## src/srs_pkg.sv

```systemverilog
// ---------------------------------------------------------------------------
// srs_pkg
// Shared types, codes and field widths of the scroll roll sequencer.
// ---------------------------------------------------------------------------
`timescale 1ns / 1ps
`default_nettype none

package srs_pkg;

  // fixed field widths
  localparam int unsigned OP_W      = 3;
  localparam int unsigned DT_W      = 16;
  localparam int unsigned CANVAS_W  = 14;
  localparam int unsigned SPEED_W   = 11;
  localparam int unsigned DELAY_W   = 26;
  localparam int unsigned OFFSET_W  = 33;
  localparam int unsigned PHASE_W   = 2;
  localparam int unsigned PROD_W    = SPEED_W + DT_W;
  localparam int unsigned CFG_IDX_W = 3;
  localparam int unsigned CFG_DATA_W = DELAY_W;

  // register reset values
  localparam logic [CANVAS_W-1:0] CANVAS_RST = CANVAS_W'(1080);
  localparam logic [SPEED_W-1:0]  SPEED_RST  = SPEED_W'(60);

  // operation codes
  typedef enum logic [OP_W-1:0] {
    OP_TICK   = 3'd0,
    OP_ARM    = 3'd1,
    OP_RESET  = 3'd2,
    OP_PAUSE  = 3'd3,
    OP_RESUME = 3'd4,
    OP_TOGGLE = 3'd5,
    OP_START  = 3'd6
  } op_t;

  // configuration register indexes
  typedef enum logic [CFG_IDX_W-1:0] {
    CFG_CANVAS      = 3'd0,
    CFG_STRIP       = 3'd1,
    CFG_SPEED       = 3'd2,
    CFG_LEAD_DELAY  = 3'd3,
    CFG_LOOP_EN     = 3'd4,
    CFG_ACTION_EN   = 3'd5,
    CFG_ACTION_DLY  = 3'd6
  } cfg_idx_t;

  // roll phase, one-hot internally
  typedef enum logic [3:0] {
    PH_IDLE  = 4'b0001,
    PH_DELAY = 4'b0010,
    PH_ROLL  = 4'b0100,
    PH_DONE  = 4'b1000
  } phase_t;

  // phase codes as seen on the result channel
  localparam logic [PHASE_W-1:0] PHASE_IDLE_CODE  = 2'd0;
  localparam logic [PHASE_W-1:0] PHASE_DELAY_CODE = 2'd1;
  localparam logic [PHASE_W-1:0] PHASE_ROLL_CODE  = 2'd2;
  localparam logic [PHASE_W-1:0] PHASE_DONE_CODE  = 2'd3;

  // one result item
  typedef struct packed {
    logic [PHASE_W-1:0]  phase;
    logic [OFFSET_W-1:0] offset;
    logic                fin;
    logic                fire;
    logic                paused;
  } srs_result_t;

  function automatic logic [PHASE_W-1:0] phase_code(input phase_t ph);
    logic [PHASE_W-1:0] code;
    unique case (ph)
      PH_IDLE:  code = PHASE_IDLE_CODE;
      PH_DELAY: code = PHASE_DELAY_CODE;
      PH_ROLL:  code = PHASE_ROLL_CODE;
      PH_DONE:  code = PHASE_DONE_CODE;
      default:  code = PHASE_IDLE_CODE;
    endcase
    return code;
  endfunction

endpackage

`default_nettype wire

```

## src/srs_step.sv

```systemverilog
// ---------------------------------------------------------------------------
// srs_step
// Roll state registers and the next-state logic for one transfer.
// ---------------------------------------------------------------------------
`timescale 1ns / 1ps
`default_nettype none

module srs_step import srs_pkg::*; #(
  parameter int unsigned TIME_FRAC_BITS    = 16,
  parameter int unsigned STRIP_HEIGHT_BITS = 16
) (
  input  wire logic                         clk,
  input  wire logic                         rst_n,
  input  wire logic                         step_en,
  input  wire op_t                          op,
  input  wire logic [DT_W-1:0]              dt,
  input  wire logic [PROD_W-1:0]            prod,
  input  wire logic [CANVAS_W-1:0]          canvas_height,
  input  wire logic [STRIP_HEIGHT_BITS-1:0] strip_height,
  input  wire logic [DELAY_W-1:0]           lead_delay,
  input  wire logic                         loop_enable,
  input  wire logic                         action_enable,
  input  wire logic [DELAY_W-1:0]           action_delay,
  output srs_result_t                       res
);

  localparam int unsigned HGT_W    = (STRIP_HEIGHT_BITS > CANVAS_W) ?
                                     STRIP_HEIGHT_BITS : CANVAS_W;
  localparam int unsigned TRAVEL_W = HGT_W + 1 + TIME_FRAC_BITS;
  localparam int unsigned CMP_W    = (TRAVEL_W > OFFSET_W + 1) ? TRAVEL_W : OFFSET_W + 1;

  phase_t              phase_r, phase_nxt;
  logic [OFFSET_W-1:0] offset_r, offset_nxt;
  logic [DELAY_W-1:0]  delay_left_r, delay_left_nxt;
  logic [DELAY_W-1:0]  action_left_r, action_left_nxt;
  logic                action_wait_r, action_wait_nxt;
  logic                pause_r, pause_nxt;

  logic [CANVAS_W-1:0] canvas_eff;
  logic [HGT_W:0]      height_sum;
  logic [CMP_W-1:0]    travel;
  logic [CMP_W-1:0]    sum;
  logic [CMP_W-1:0]    wrapped;
  logic [DELAY_W-1:0]  dt_ext;
  logic                fin;
  logic                fire;

  // travel distance: canvas plus strip, a zero canvas counts as one
  assign canvas_eff = (canvas_height == '0) ? CANVAS_W'(1) : canvas_height;
  assign height_sum = (HGT_W + 1)'(canvas_eff) + (HGT_W + 1)'(strip_height);
  assign travel     = CMP_W'(height_sum) << TIME_FRAC_BITS;
  assign sum        = CMP_W'(offset_r) + CMP_W'(prod);
  assign wrapped    = sum - travel;
  assign dt_ext     = DELAY_W'(dt);

  // next state
  always_comb begin
    phase_nxt       = phase_r;
    offset_nxt      = offset_r;
    delay_left_nxt  = delay_left_r;
    action_left_nxt = action_left_r;
    action_wait_nxt = action_wait_r;
    pause_nxt       = pause_r;
    fin             = 1'b0;
    fire            = 1'b0;
    unique case (op)
      OP_TICK: begin
        if (phase_r == PH_DELAY) begin
          if (dt_ext >= delay_left_r) begin
            delay_left_nxt = '0;
            phase_nxt      = PH_ROLL;
          end else begin
            delay_left_nxt = delay_left_r - dt_ext;
          end
        end else if (phase_r == PH_ROLL && !pause_r) begin
          if (sum < travel) begin
            offset_nxt = sum[OFFSET_W-1:0];
          end else if (loop_enable) begin
            offset_nxt = wrapped[OFFSET_W-1:0];
          end else begin
            offset_nxt = travel[OFFSET_W-1:0];
            phase_nxt  = PH_DONE;
            fin        = 1'b1;
            if (action_enable) begin
              action_wait_nxt = 1'b1;
              action_left_nxt = action_delay;
            end
          end
        end
        // ending action countdown
        if (action_wait_r && !fin) begin
          if (dt_ext >= action_left_r) begin
            action_wait_nxt = 1'b0;
            action_left_nxt = '0;
            fire            = 1'b1;
          end else begin
            action_left_nxt = action_left_r - dt_ext;
          end
        end
        // zero action delay fires on the finishing tick
        if (fin && action_enable && action_delay == '0) begin
          action_wait_nxt = 1'b0;
          fire            = 1'b1;
        end
      end
      OP_ARM: begin
        phase_nxt       = (lead_delay != '0) ? PH_DELAY : PH_ROLL;
        offset_nxt      = '0;
        delay_left_nxt  = lead_delay;
        action_left_nxt = '0;
        action_wait_nxt = 1'b0;
        pause_nxt       = 1'b0;
      end
      OP_RESET: begin
        phase_nxt       = PH_IDLE;
        offset_nxt      = '0;
        delay_left_nxt  = '0;
        action_left_nxt = '0;
        action_wait_nxt = 1'b0;
        pause_nxt       = 1'b0;
      end
      OP_PAUSE:  pause_nxt = 1'b1;
      OP_RESUME: pause_nxt = 1'b0;
      OP_TOGGLE: pause_nxt = ~pause_r;
      OP_START: begin
        if (phase_r == PH_IDLE || phase_r == PH_DONE) begin
          phase_nxt       = (lead_delay != '0) ? PH_DELAY : PH_ROLL;
          offset_nxt      = '0;
          delay_left_nxt  = lead_delay;
          action_left_nxt = '0;
          action_wait_nxt = 1'b0;
          pause_nxt       = 1'b0;
        end else begin
          pause_nxt = 1'b0;
        end
      end
      default: ;
    endcase
  end

  // state registers
  always_ff @(posedge clk) begin
    if (!rst_n) begin
      phase_r       <= PH_IDLE;
      offset_r      <= '0;
      delay_left_r  <= '0;
      action_left_r <= '0;
      action_wait_r <= 1'b0;
      pause_r       <= 1'b0;
    end else if (step_en) begin
      phase_r       <= phase_nxt;
      offset_r      <= offset_nxt;
      delay_left_r  <= delay_left_nxt;
      action_left_r <= action_left_nxt;
      action_wait_r <= action_wait_nxt;
      pause_r       <= pause_nxt;
    end
  end

  // result of this transfer
  assign res.phase  = phase_code(phase_nxt);
  assign res.offset = offset_nxt;
  assign res.fin    = fin;
  assign res.fire   = fire;
  assign res.paused = pause_nxt;

endmodule

`default_nettype wire

```

## src/scroll_roll_sequencer_top.sv

```systemverilog
// A transfer is taken into the input register, and its result is registered in the result register.
// Throughput: one item per cycle while out_stall is low; the input register holds the speed product and
// the step logic retires one item per cycle into the result register.
// in_stall follows out_stall only when both registers are full.
// Reset (rst_n low, synchronous): roll idle, offset zero, config back to defaults.
// ---------------------------------------------------------------------------
// scroll_roll_sequencer_top
// Scroll roll sequencer: input register, step logic, result register.
// ---------------------------------------------------------------------------
`timescale 1ns / 1ps
`default_nettype none

module scroll_roll_sequencer_top import srs_pkg::*; #(
  parameter int unsigned TIME_FRAC_BITS    = 16,
  parameter int unsigned STRIP_HEIGHT_BITS = 16
) (
  input  wire logic                  clk,
  input  wire logic                  rst_n,
  input  wire logic                  cfg_we,
  input  wire logic [CFG_IDX_W-1:0]  cfg_index,
  input  wire logic [CFG_DATA_W-1:0] cfg_wdata,
  input  wire logic                  in_valid,
  output logic                       in_stall,
  input  wire logic [OP_W-1:0]       in_operation,
  input  wire logic [DT_W-1:0]       in_elapsed_time,
  output logic                       out_valid,
  input  wire logic                  out_stall,
  output logic [PHASE_W-1:0]         out_phase_now,
  output logic [OFFSET_W-1:0]        out_scroll_offset,
  output logic                       out_finished_pulse,
  output logic                       out_action_fire,
  output logic                       out_paused_now
);

  logic [CANVAS_W-1:0]          canvas_r;
  logic [STRIP_HEIGHT_BITS-1:0] strip_r;
  logic [SPEED_W-1:0]           speed_r;
  logic [DELAY_W-1:0]           lead_delay_r;
  logic                         loop_en_r;
  logic                         action_en_r;
  logic [DELAY_W-1:0]           action_delay_r;

  logic              s1_v_r;
  op_t               s1_op_r;
  logic [DT_W-1:0]   s1_dt_r;
  logic [PROD_W-1:0] s1_prod_r;

  logic        out_v_r;
  srs_result_t out_r;
  srs_result_t res;

  logic in_xfer;
  logic out_free;
  logic adv;

  // configuration registers
  always_ff @(posedge clk) begin
    if (!rst_n) begin
      canvas_r       <= CANVAS_RST;
      strip_r        <= '0;
      speed_r        <= SPEED_RST;
      lead_delay_r   <= '0;
      loop_en_r      <= 1'b0;
      action_en_r    <= 1'b0;
      action_delay_r <= '0;
    end else if (cfg_we) begin
      unique case (cfg_idx_t'(cfg_index))
        CFG_CANVAS:      canvas_r       <= cfg_wdata[CANVAS_W-1:0];
        CFG_STRIP:       strip_r        <= cfg_wdata[STRIP_HEIGHT_BITS-1:0];
        CFG_SPEED:       speed_r        <= cfg_wdata[SPEED_W-1:0];
        CFG_LEAD_DELAY:  lead_delay_r   <= cfg_wdata[DELAY_W-1:0];
        CFG_LOOP_EN:     loop_en_r      <= cfg_wdata[0];
        CFG_ACTION_EN:   action_en_r    <= cfg_wdata[0];
        CFG_ACTION_DLY:  action_delay_r <= cfg_wdata[DELAY_W-1:0];
        default: ;
      endcase
    end
  end

  // handshake
  assign out_free = !out_v_r || !out_stall;
  assign adv      = s1_v_r && out_free;
  assign in_stall = s1_v_r && !out_free;
  assign in_xfer  = in_valid && !in_stall;

  // input register, speed product taken here
  always_ff @(posedge clk) begin
    if (!rst_n) begin
      s1_v_r <= 1'b0;
    end else if (in_xfer) begin
      s1_v_r <= 1'b1;
    end else if (adv) begin
      s1_v_r <= 1'b0;
    end
  end

  always_ff @(posedge clk) begin
    if (in_xfer) begin
      s1_op_r   <= op_t'(in_operation);
      s1_dt_r   <= in_elapsed_time;
      s1_prod_r <= PROD_W'(speed_r) * PROD_W'(in_elapsed_time);
    end
  end

  srs_step #(
    .TIME_FRAC_BITS    (TIME_FRAC_BITS),
    .STRIP_HEIGHT_BITS (STRIP_HEIGHT_BITS)
  ) u_step (
    .clk           (clk),
    .rst_n         (rst_n),
    .step_en       (adv),
    .op            (s1_op_r),
    .dt            (s1_dt_r),
    .prod          (s1_prod_r),
    .canvas_height (canvas_r),
    .strip_height  (strip_r),
    .lead_delay    (lead_delay_r),
    .loop_enable   (loop_en_r),
    .action_enable (action_en_r),
    .action_delay  (action_delay_r),
    .res           (res)
  );

  // result register
  always_ff @(posedge clk) begin
    if (!rst_n) begin
      out_v_r <= 1'b0;
    end else if (adv) begin
      out_v_r <= 1'b1;
    end else if (!out_stall) begin
      out_v_r <= 1'b0;
    end
  end

  always_ff @(posedge clk) begin
    if (adv) begin
      out_r <= res;
    end
  end

  assign out_valid          = out_v_r;
  assign out_phase_now      = out_r.phase;
  assign out_scroll_offset  = out_r.offset;
  assign out_finished_pulse = out_r.fin;
  assign out_action_fire    = out_r.fire;
  assign out_paused_now     = out_r.paused;

endmodule

`default_nettype wire

```

## config.mk

```make
export PLATFORM = sky130hd
export DESIGN_NAME = scroll_roll_sequencer_top
export DESIGN_NICKNAME = d
export VERILOG_FILES = /design/src/srs_pkg.sv /design/src/srs_step.sv /design/src/scroll_roll_sequencer_top.sv
export SDC_FILE = /design/constraint.sdc
export NUM_CORES = 1
export LEC_CHECK = 0
export ABC_AREA = 1
export ABC_CLOCK_PERIOD_IN_PS = 8200
export BUFFER_PORTS_ARGS = -buffer_cell sky130_fd_sc_hd__buf_4
export CORE_MARGIN = 3
export CORE_UTILIZATION = 30
export CTS_CLUSTER_DIAMETER = 100
export CTS_CLUSTER_SIZE = 40
export DETAILED_ROUTE_END_ITERATION = 12
export PLACE_DENSITY = 0.45
export SLEW_MARGIN = 20
export SYNTH_ARGS = -nofsm -noshare
export SYNTH_HDL_FRONTEND = slang
export SYNTH_SLANG_ARGS = --single-unit
export TNS_END_PERCENT = 100
```

## constraint.sdc

```tcl
create_clock -name clk -period 8.2 [get_ports clk]
set_clock_uncertainty 0.2 [all_clocks]
set_input_delay 1.64 -clock clk [delete_from_list [all_inputs] [get_ports clk]]
set_output_delay 1.64 -clock clk [all_outputs]
set_load 0.02 [all_outputs]
```

; ---- After elaboration in Yosys (flattened, before gate mapping)
; Cells that the tools add are included.
[op_classes]
add_sub_neg = 5
n_mul = 1
order_cmp = 3
n_eq_ne = 27
n_mux = 52
bitwise_logic = 1
n_reduce_logical = 35
[ops]
columns = operator, count
row1 = 26-bit two-way mux, 11
row2 = 33-bit two-way mux, 5
row3 = 26-bit case mux with 4 select lines, 1
row4 = 33-bit case mux with 3 select lines, 1
row5 = 26-bit case mux with 3 select lines, 1
row6 = 16-bit by 26-bit greater-or-equal comparator with 1-bit output, 2
row7 = 26-bit by 16-bit subtractor with 26-bit output, 2
row8 = 33-bit by 27-bit adder with 34-bit output, 1
row9 = 34-bit by 33-bit < comparator with 1-bit output, 1
row10 = 33-bit subtractor, 1
row11 = 11-bit by 16-bit multiplier with 27-bit output, 1
row12 = 26-bit zero test, 1
row13 = 26-bit nonzero test, 1
row14 = 4-bit two-way mux, 6
row15 = 1-bit two-way mux, 21
row16 = "3-bit == test, second input constant", 6
row17 = 14-bit by 16-bit adder with 17-bit output, 1
row18 = 4-bit case mux with 4 select lines, 1
row19 = 14-bit zero test, 1
row20 = 14-bit two-way mux, 1
row21 = 2-bit AND reduction, 7
row22 = "3-bit by 2-bit == test with 1-bit output, second input constant", 4
row23 = "4-bit by 2-bit == test with 1-bit output, second input constant", 2
row24 = "4-bit by 3-bit == test with 1-bit output, second input constant", 2
row25 = other kinds (23), 43
[totals]
ff_bits = 272
inputBits = 53
output_inout_bits = 40
elab_cells = 147

; ---- Logic depth before layout (Yosys ltp)
; Gate-level depths: netlist (run 1).
[depth]
ltp_word = 13
ltp_mapped = 33

; ---- Cells and area by module
; From an unflattened synthesis (run 1), not the netlist that was laid out.
[unflattened]
cells_unflattened = 3708
hier_area_um2 = 24617.4
[modules_own_cells]
columns = mod, instances, cells_each, area_each_um2, seq_area_each_um2
row1 = scroll_roll_sequencer_top, 1, 1497, 12325.6, 4464.3
row2 = srs_step, 1, 2211, 12291.8, 1821.7

; ---- Worst setup path before layout (run 1)
; Ideal clock, no wire load.
[synth_timing]
path_type = input -> register
start = input in_elapsed_time[7]
end = register s1_prod_r[20] (data pin)
setup_time_ps = 265
arrival_time_ps = 6115
t_required_ps = 7735
slack_ps = 1620
cell_stages = 20
cell_sequence = clkbuf_1 nand2_1 fa_1 inv_1 fa_1 inv_1 fa_1 inv_1 fa_1 inv_1 fa_1 inv_1 ha_1 a21oi_1 o21ai_1 a21oi_1 o21ai_0 a21boi_1 o21ai_0 xor2_1
[synth_via]
elab_chain_len = 1
[synth_rtl]
columns = element, line_no
row1 = start: declaration, scroll_roll_sequencer_top.sv:25  ; input wire logic [DT_W-1:0] in_elapsed_time,
row2 = 11-bit by 16-bit multiplier with 27-bit output, scroll_roll_sequencer_top.sv:101  ; s1_prod_r <= PROD_W'(speed_r) * PROD_W'(in_elapsed_time);
row3 = end signal: assignment, scroll_roll_sequencer_top.sv:101
row4 = end: declaration, scroll_roll_sequencer_top.sv:46  ; logic [PROD_W-1:0] s1_prod_r;
; Every way passes these cells.
; A chain may end at the register's enable or synchronous reset.

; ---- Final worst setup path (run 1)
[layout_timing]
start = input in_elapsed_time[7]
end = register s1_prod_r[22] (data pin)
; The elaborated chain is that of the path after synthesis.

==> results of run 1 <==
worst reg2reg max path, delay by kind of cell (launching register included):
family	cells	cell delay, ns
compound gates	6	1.20
xor+xnor	1	0.16
fa+ha+maj	6	2.87
buf+inv	5	0.25
flops	1	0.92
simple gates	1	0.21
layout make-up:
cell class                 instances  share of cell area
clock buffer                      23              0.0214
clock inverter                    16             0.00991
inverter                         486              0.0705
multi-input combinational       2517               0.573
sequential                       272               0.243
tap                             1030              0.0498
timing repair buffer             113              0.0328
worst paths after layout:
path	slack, ns	startpoint	end
min	0.28	lead_delay_r[14]	lead_delay_r[14]
max reg2reg	2.13	speed_r[2]	s1_prod_r[22]
min reg2reg	0.28	lead_delay_r[14]	lead_delay_r[14]
max	1.90	in_elapsed_time[7]	s1_prod_r[22]
placed cells by master, fill, tap and decap left out, types with 5 or more instances in the layout:
cell type / synthesis / layout
nand2_1: 802 / 802
inv_1: 468 / 465
nor2_1: 445 / 444
a21oi_1: 267 / 267
o21ai_0: 235 / 235
nand3_1: 206 / 206
dfxtp_1: 188 / 188
ha_1: 155 / 155
fa_1: 130 / 130
buf_4: 3 / 113
edfxtp_1: 84 / 84
xnor2_1: 40 / 40
nand4_1: 37 / 37
xor2_1: 35 / 35
nor3_1: 24 / 23
clkbuf_16: 0 / 22
a21o_1: 18 / 18
nor4_1: 17 / 17
inv_2: 14 / 16
o21ai_1: 14 / 14
o21bai_1: 11 / 11
and2_1: 11 / 11
a22o_1: 9 / 9
a31oi_1: 7 / 7
o21a_1: 5 / 5
nand3_2: 5 / 5
clkinv_1: 4 / 5
cells in the mapped netlist, types with 4 or more instances:
cell type	number
a21o_1	18
a21oi_1	267
a22o_1	9
a31oi_1	7
and2_1	11
buf_2	13
clkbuf_1	116
clkinv_1	4
dfxtp_1	188
edfxtp_1	84
fa_1	130
ha_1	155
inv_1	468
inv_2	14
nand2_1	802
nand3_1	206
nand3_2	5
nand4_1	37
nor2_1	445
nor2_2	5
nor3_1	24
nor4_1	17
o211ai_1	4
o21a_1	5
o21ai_0	235
o21ai_1	14
o21bai_1	11
xnor2_1	40
xor2_1	35
metrics by stage:
step	instance area [µm²]	total power [mW]	setup slack (ns)	instances
floorplan	23500	3.12	1.62	3413
global placement	25100	3.74	1.36	4418
detailed placement	25100	3.72	1.32	4418
global route	25900	5.31	1.67	4457
finish	25900	4.88	1.90	4457
CTS	25900	4.95	1.93	4457
layer usage:
layer / global-route usage / part of all wire / vias to the layer above
met5: 0 / 0 / -
met4: 0.0393 / 0.019 / 0
met3: 0.0221 / 0.042 / 62
met2: 0.297 / 0.43 / 389
met1: 0.282 / 0.51 / 10000
li1: - / - / 10900
power by group through the flow:
stage / clock, mW / combinational (mW) / sequential (mW)
global route: 1.30 / 2.38 / 1.64
floorplan: 0 / 1.51 / 1.61
finish: 1.20 / 2.05 / 1.63
global placement: 0 / 2.08 / 1.66
detailed placement: 0 / 2.07 / 1.66
CTS: 1.25 / 2.08 / 1.63
cells by family after synthesis:
kind of cell,Yosys count
simple gates,1570
fa+ha+maj,285
xor+xnor,75
compound gates,587
buf+inv,624
flops,272
state kept, by name, summed over array words and instances (netlist names), 2 cells and up:
name / count
s1_prod_r: 27
u_step.action_left_r: 26
out_phase_now: 2
u_step.offset_r: 33
u_step.phase_r: 4
s1_dt_r: 16
u_step.delay_left_r: 26
speed_r: 11
lead_delay_r: 26
canvas_r: 14
s1_op_r: 3
action_delay_r: 26
out_scroll_offset: 33
strip_r: 16
==> results_dict.tcl, run 1 <==
set metrics [dict create \
    cts_tree "yes" \
    post_cts_resize_count 0 \
    n_antenna_cell 0 \
    postLayoutCoreUtil 0.337 \
    start_util 0.306 \
    tightest_slew_ns 1.06 \
    io_pins 93 \
    cts.sinks 272 \
    fillerInstances 8421 \
    dr.first_iter.drc_count 1427 \
    pwr-share-clk 0.246 \
    p_leak_nw 12.7 \
    synthXorXnorAreaFrac 0.0280 \
    setup_tns_ns 0 \
    reg2reg_depth 19 \
    drtPass1Iterations 5 \
    final_hold_viol_count 0 \
    antenna_found_initial 2 \
    critPathCaptureType "register" \
    cts_setup_buffers 0 \
    crit_path_start_kind "input port" \
    cp_slowest_stage_delay_ns 0.58 \
    setup_violations 0 \
    viasPerCell 4.80 \
    seq_area_um2 6290 \
    vias 21400 \
    cp.buffers_inverters 6 \
    dieHeight_um 286 \
    cts_root_buffer "clkbuf_16" \
    fp-row-count 101 \
    critical_path.top_delay_family "adder cells" \
    synth_cells 3413 \
    worst-setup-path-type "in -> reg" \
    swShare 0.424 \
    grt_pass1_wl_um 123000 \
    fmax_mhz 159 \
    synth_top_family_by_area "simple AND/OR/NAND/NOR gates" \
    postSynthNetCount 3751 \
    core_area_um2 76700 \
    cts.clk_slew.worst_paths_ns 0.09 \
    antenna_left 0 \
    comb_power_share 0.421 \
    synth_seq_cells 272 \
    cp.arrival_ns 6.40 \
    cp.required_ns 8.30 \
    worst-path-stages 20 \
    cts_buffer_depth 3 \
    ys.flop_type "dfxtp_1" \
    muxShareOfSynthArea 0 \
    avgSynthCellArea_um2 6.88 \
    seq_area_frac_synth 0.268 \
    grt_pass1_vias 20600 \
    ys_top_cells_by_area "dfxtp_1 16%, nand2_1 13%, fa_1 11%, edfxtp_1 11%, ha_1 8.3%" \
    finalCriticalPeriod_ns 6.30 \
    ir_worst_vdd_mv 0.114 \
    yosysWarnings 0 \
    hold_class "reg -> reg" \
    gp_congestion 0.901 \
    synthAdderAreaFrac 0.193 \
    wl_per_cell_um 17.8 \
    route.detailed.drc 0 \
    grt_overflow_total 0 \
    hold_depth 2 \
    wl_um 79400 \
    dieArea_um2 81700 \
    async_flop_share 0 \
    slew_viol_final 0 \
    status "finished, final reports clean" \
    yosys.area.top_type_share 0.160 \
    portBuffers 92 \
    worstPathCellList "buf_4 -> nand2_1 -> fa_1 -> inv_1 -> fa_1 -> inv_1 -> fa_1 -> inv_1 -> fa_1 -> inv_1 -> fa_1 -> inv_1 -> ha_1 -> a21oi_1 -> o21ai_1 -> a21oi_1 -> o21ai_0 -> a21boi_1 -> o21ai_0 -> xor2_1" \
    synth.largest_area_cell "dfxtp_1" \
    cp_slowest_cell "fa_1" \
    p_int_mw 2.81 \
    synth_edf_count 84 \
    relSlewSlack 0.290 \
    p_seq_frac 0.333 \
    period_share 0.768 \
    area_growth_pct 10.2 \
    synth_area_um2 23500 \
    gr-usage-all-layers 0.190 \
    hpwl_um 61100 \
    power_density_nw_per_um2 189 \
    cp_max_fo 12 \
    grt_max_degree 96 \
    cap_viol_max_count 0 \
    cts_buffers 22 \
    ys_types 53 \
    synth_compound_area_frac 0.133 \
    h-tree-depth 1 \
    cts_hold_buf 0 \
    p_switching_mw 2.07 \
    die_w_um 286 \
    synth-simple-area-share 0.276 \
    clock_latency_ns 0.59 \
    whs_ns 0.281 \
    nets 3750 \
    multi_input_area_um2 14800 \
    drive_gt1_frac 0.0557 \
    rsz0062_at_grt "false" \
]
(Power assumes the default switching activity.)
==> run 2: changes to the inputs <==
Settings changed: ABC_CLOCK_PERIOD_IN_PS 8200 to 6150.
Clock period 8.2 ns to 6.15 ns, I/O delays scaled along.
==> run 2 against run 1 <==
- sequential power is 33% higher
- utilization is 0.50 points higher
- critical path depth rose by 1
- non-clock buffer count up 69
- worst setup slack got worse by 1.5 ns
- clock power increased by 14%
- die area is the same
- via count rose by 1.1%
- clock-buffer cell count decreased by 1
- critical endpoint unchanged
- largest power group unchanged
- highest routed layer unchanged
==> results_dict.tcl, run 2 (synthesis results as in run 1) <==
set metrics [dict create \
    relSlewSlack 0.269 \
    p_total_mw 6.60 \
    cp.buffers_inverters 7 \
    clock_latency_ns 0.54 \
    rsz0062_at_grt "false" \
    io_pins 93 \
    worstPathCellList "buf_4 -> nand2_1 -> fa_1 -> inv_1 -> fa_1 -> inv_1 -> fa_1 -> inv_1 -> fa_1 -> inv_1 -> fa_1 -> inv_1 -> ha_1 -> a21oi_1 -> o21ai_1 -> a21oi_1 -> o21ai_0 -> buf_4 -> a21boi_1 -> o21ai_0 -> xor2_1" \
    cts_tree "yes" \
    dr.first_iter.drc_count 1489 \
    cts_hold_buf 0 \
    design_area_um2 26300 \
    grt_overflow_total 0 \
    h-tree-depth 1 \
    cap_viol_max_count 0 \
    worst-path-stages 21 \
    antenna_found_initial 1 \
    wl_per_cell_um 17.6 \
    final_cell_mix "802 x nand2_1, 466 x inv_1, 444 x nor2_1" \
    drive_gt1_frac 0.0719 \
    final_hold_viol_count 0 \
    ir_worst_vdd_mv 0.189 \
    cts.sinks 272 \
    reg2reg_depth 20 \
    die_w_um 286 \
    critical_path.top_delay_family "adder cells" \
    placed_cell_area_um2 25600 \
    start_util 0.306 \
    grt_pass1_vias 21100 \
    gr-usage-all-layers 0.191 \
    period_share 0.937 \
    area_growth_pct 11.8 \
    viasPerCell 4.79 \
    tightest_slew_ns 1.09 \
    whs_ns 0.282 \
    post_cts_resize_count 0 \
    critPathCaptureType "register" \
    cts_root_buffer "clkbuf_16" \
    grt_pass1_wl_um 124000 \
    crit_path_start_kind "input port" \
    drtPass1Iterations 5 \
    hold_depth 2 \
    wl_um 79400 \
    finalCriticalPeriod_ns 5.76 \
    grt_max_degree 77 \
    route.detailed.drc 0 \
    worst-setup-path-type "in -> reg" \
    hold_class "reg -> reg" \
    nets 3815 \
    slew_viol_final 0 \
    cp.required_ns 6.23 \
    fp-row-count 101 \
    dieArea_um2 81700 \
    p_leak_nw 12.9 \
    portBuffers 92 \
    cts_buffer_depth 3 \
    postLayoutCoreUtil 0.342 \
    gp_congestion 0.911 \
    vias 21700 \
    cts_setup_buffers 0 \
    status "finished, final reports clean" \
    place_ws_ns -0.156 \
    antenna_left 0 \
    cp.arrival_ns 5.85 \
    core_area_um2 76700 \
    fmax_mhz 174 \
    setup_violations 0 \
    cp_max_fo 4 \
    final_common_cell "nand2_1" \
    fin_ws_ns 0.387 \
    cp_slowest_cell "fa_1" \
    hpwl_um 62700 \
    dieHeight_um 286 \
    cp_slowest_stage_delay_ns 0.64 \
    power_density_nw_per_um2 251 \
    cts.clk_slew.worst_paths_ns 0.09 \
    cts_buffers 18 \
]
-- run 2: cell count changes in the layout (fill, tap and decap cells not counted), moves of 2 or more --
cell,previous run,this run
clkbuf_16,22,19
clkinv_16,3,0
buf_12,0,3
clkinv_4,4,0
inv_8,0,3
inv_6,2,0
buf_4,113,179
-- run 2: power breakdown --
part	switching [mW]	internal (mW)	total, mW	leakage, nW
Sequential	0.102	2.06	2.16	2.36
Combinational	1.86	1.22	3.07	10.3
Clock	0.751	0.623	1.37	0.306
Total	2.71	3.90	6.60	12.9
-- run 2: tightest hold or removal path, delay by kind of cell, from the launching register on --
family | cells | cell delay, ns
compound gates | 1 | 0.05
buf+inv | 1 | 0.05
flops | 1 | 0.34
-- run 2: layout make-up --
cell class,instances,area [µm²]
Antenna cell,1,2.50
Clock buffer,22,497
Clock inverter,10,135
Fill cell,8397,50400
Inverter,486,1820
Multi-Input combinational cell,2517,14800
Sequential cell,272,6290
Tap cell,1030,1290
Timing Repair Buffer,182,1400
-- run 2: metrics by stage --
stage / setup TNS [ns] / cells
finish: 0 / 4520
detailed placement: -0.357 / 4487
CTS: 0 / 4519
floorplan: 0 / 3413
global route: 0 / 4519
global placement: -0.352 / 4487
-- run 2: final timing paths --
path | from | endpoint | slack (ns)
min reg2reg | lead_delay_r[14] | lead_delay_r[14] | 0.28
max | in_elapsed_time[7] | s1_prod_r[22] | 0.39
max reg2reg | speed_r[2] | s1_prod_r[22] | 0.53
min | lead_delay_r[14] | lead_delay_r[14] | 0.28
-- run 2: layer usage --
layer	GRT usage	vias up	part of all wire
met5	0	-	0
met4	0.0385	0	0.019
met3	0.0146	54	0.037
met2	0.302	376	0.44
met1	0.285	10200	0.51
li1	-	11100	-
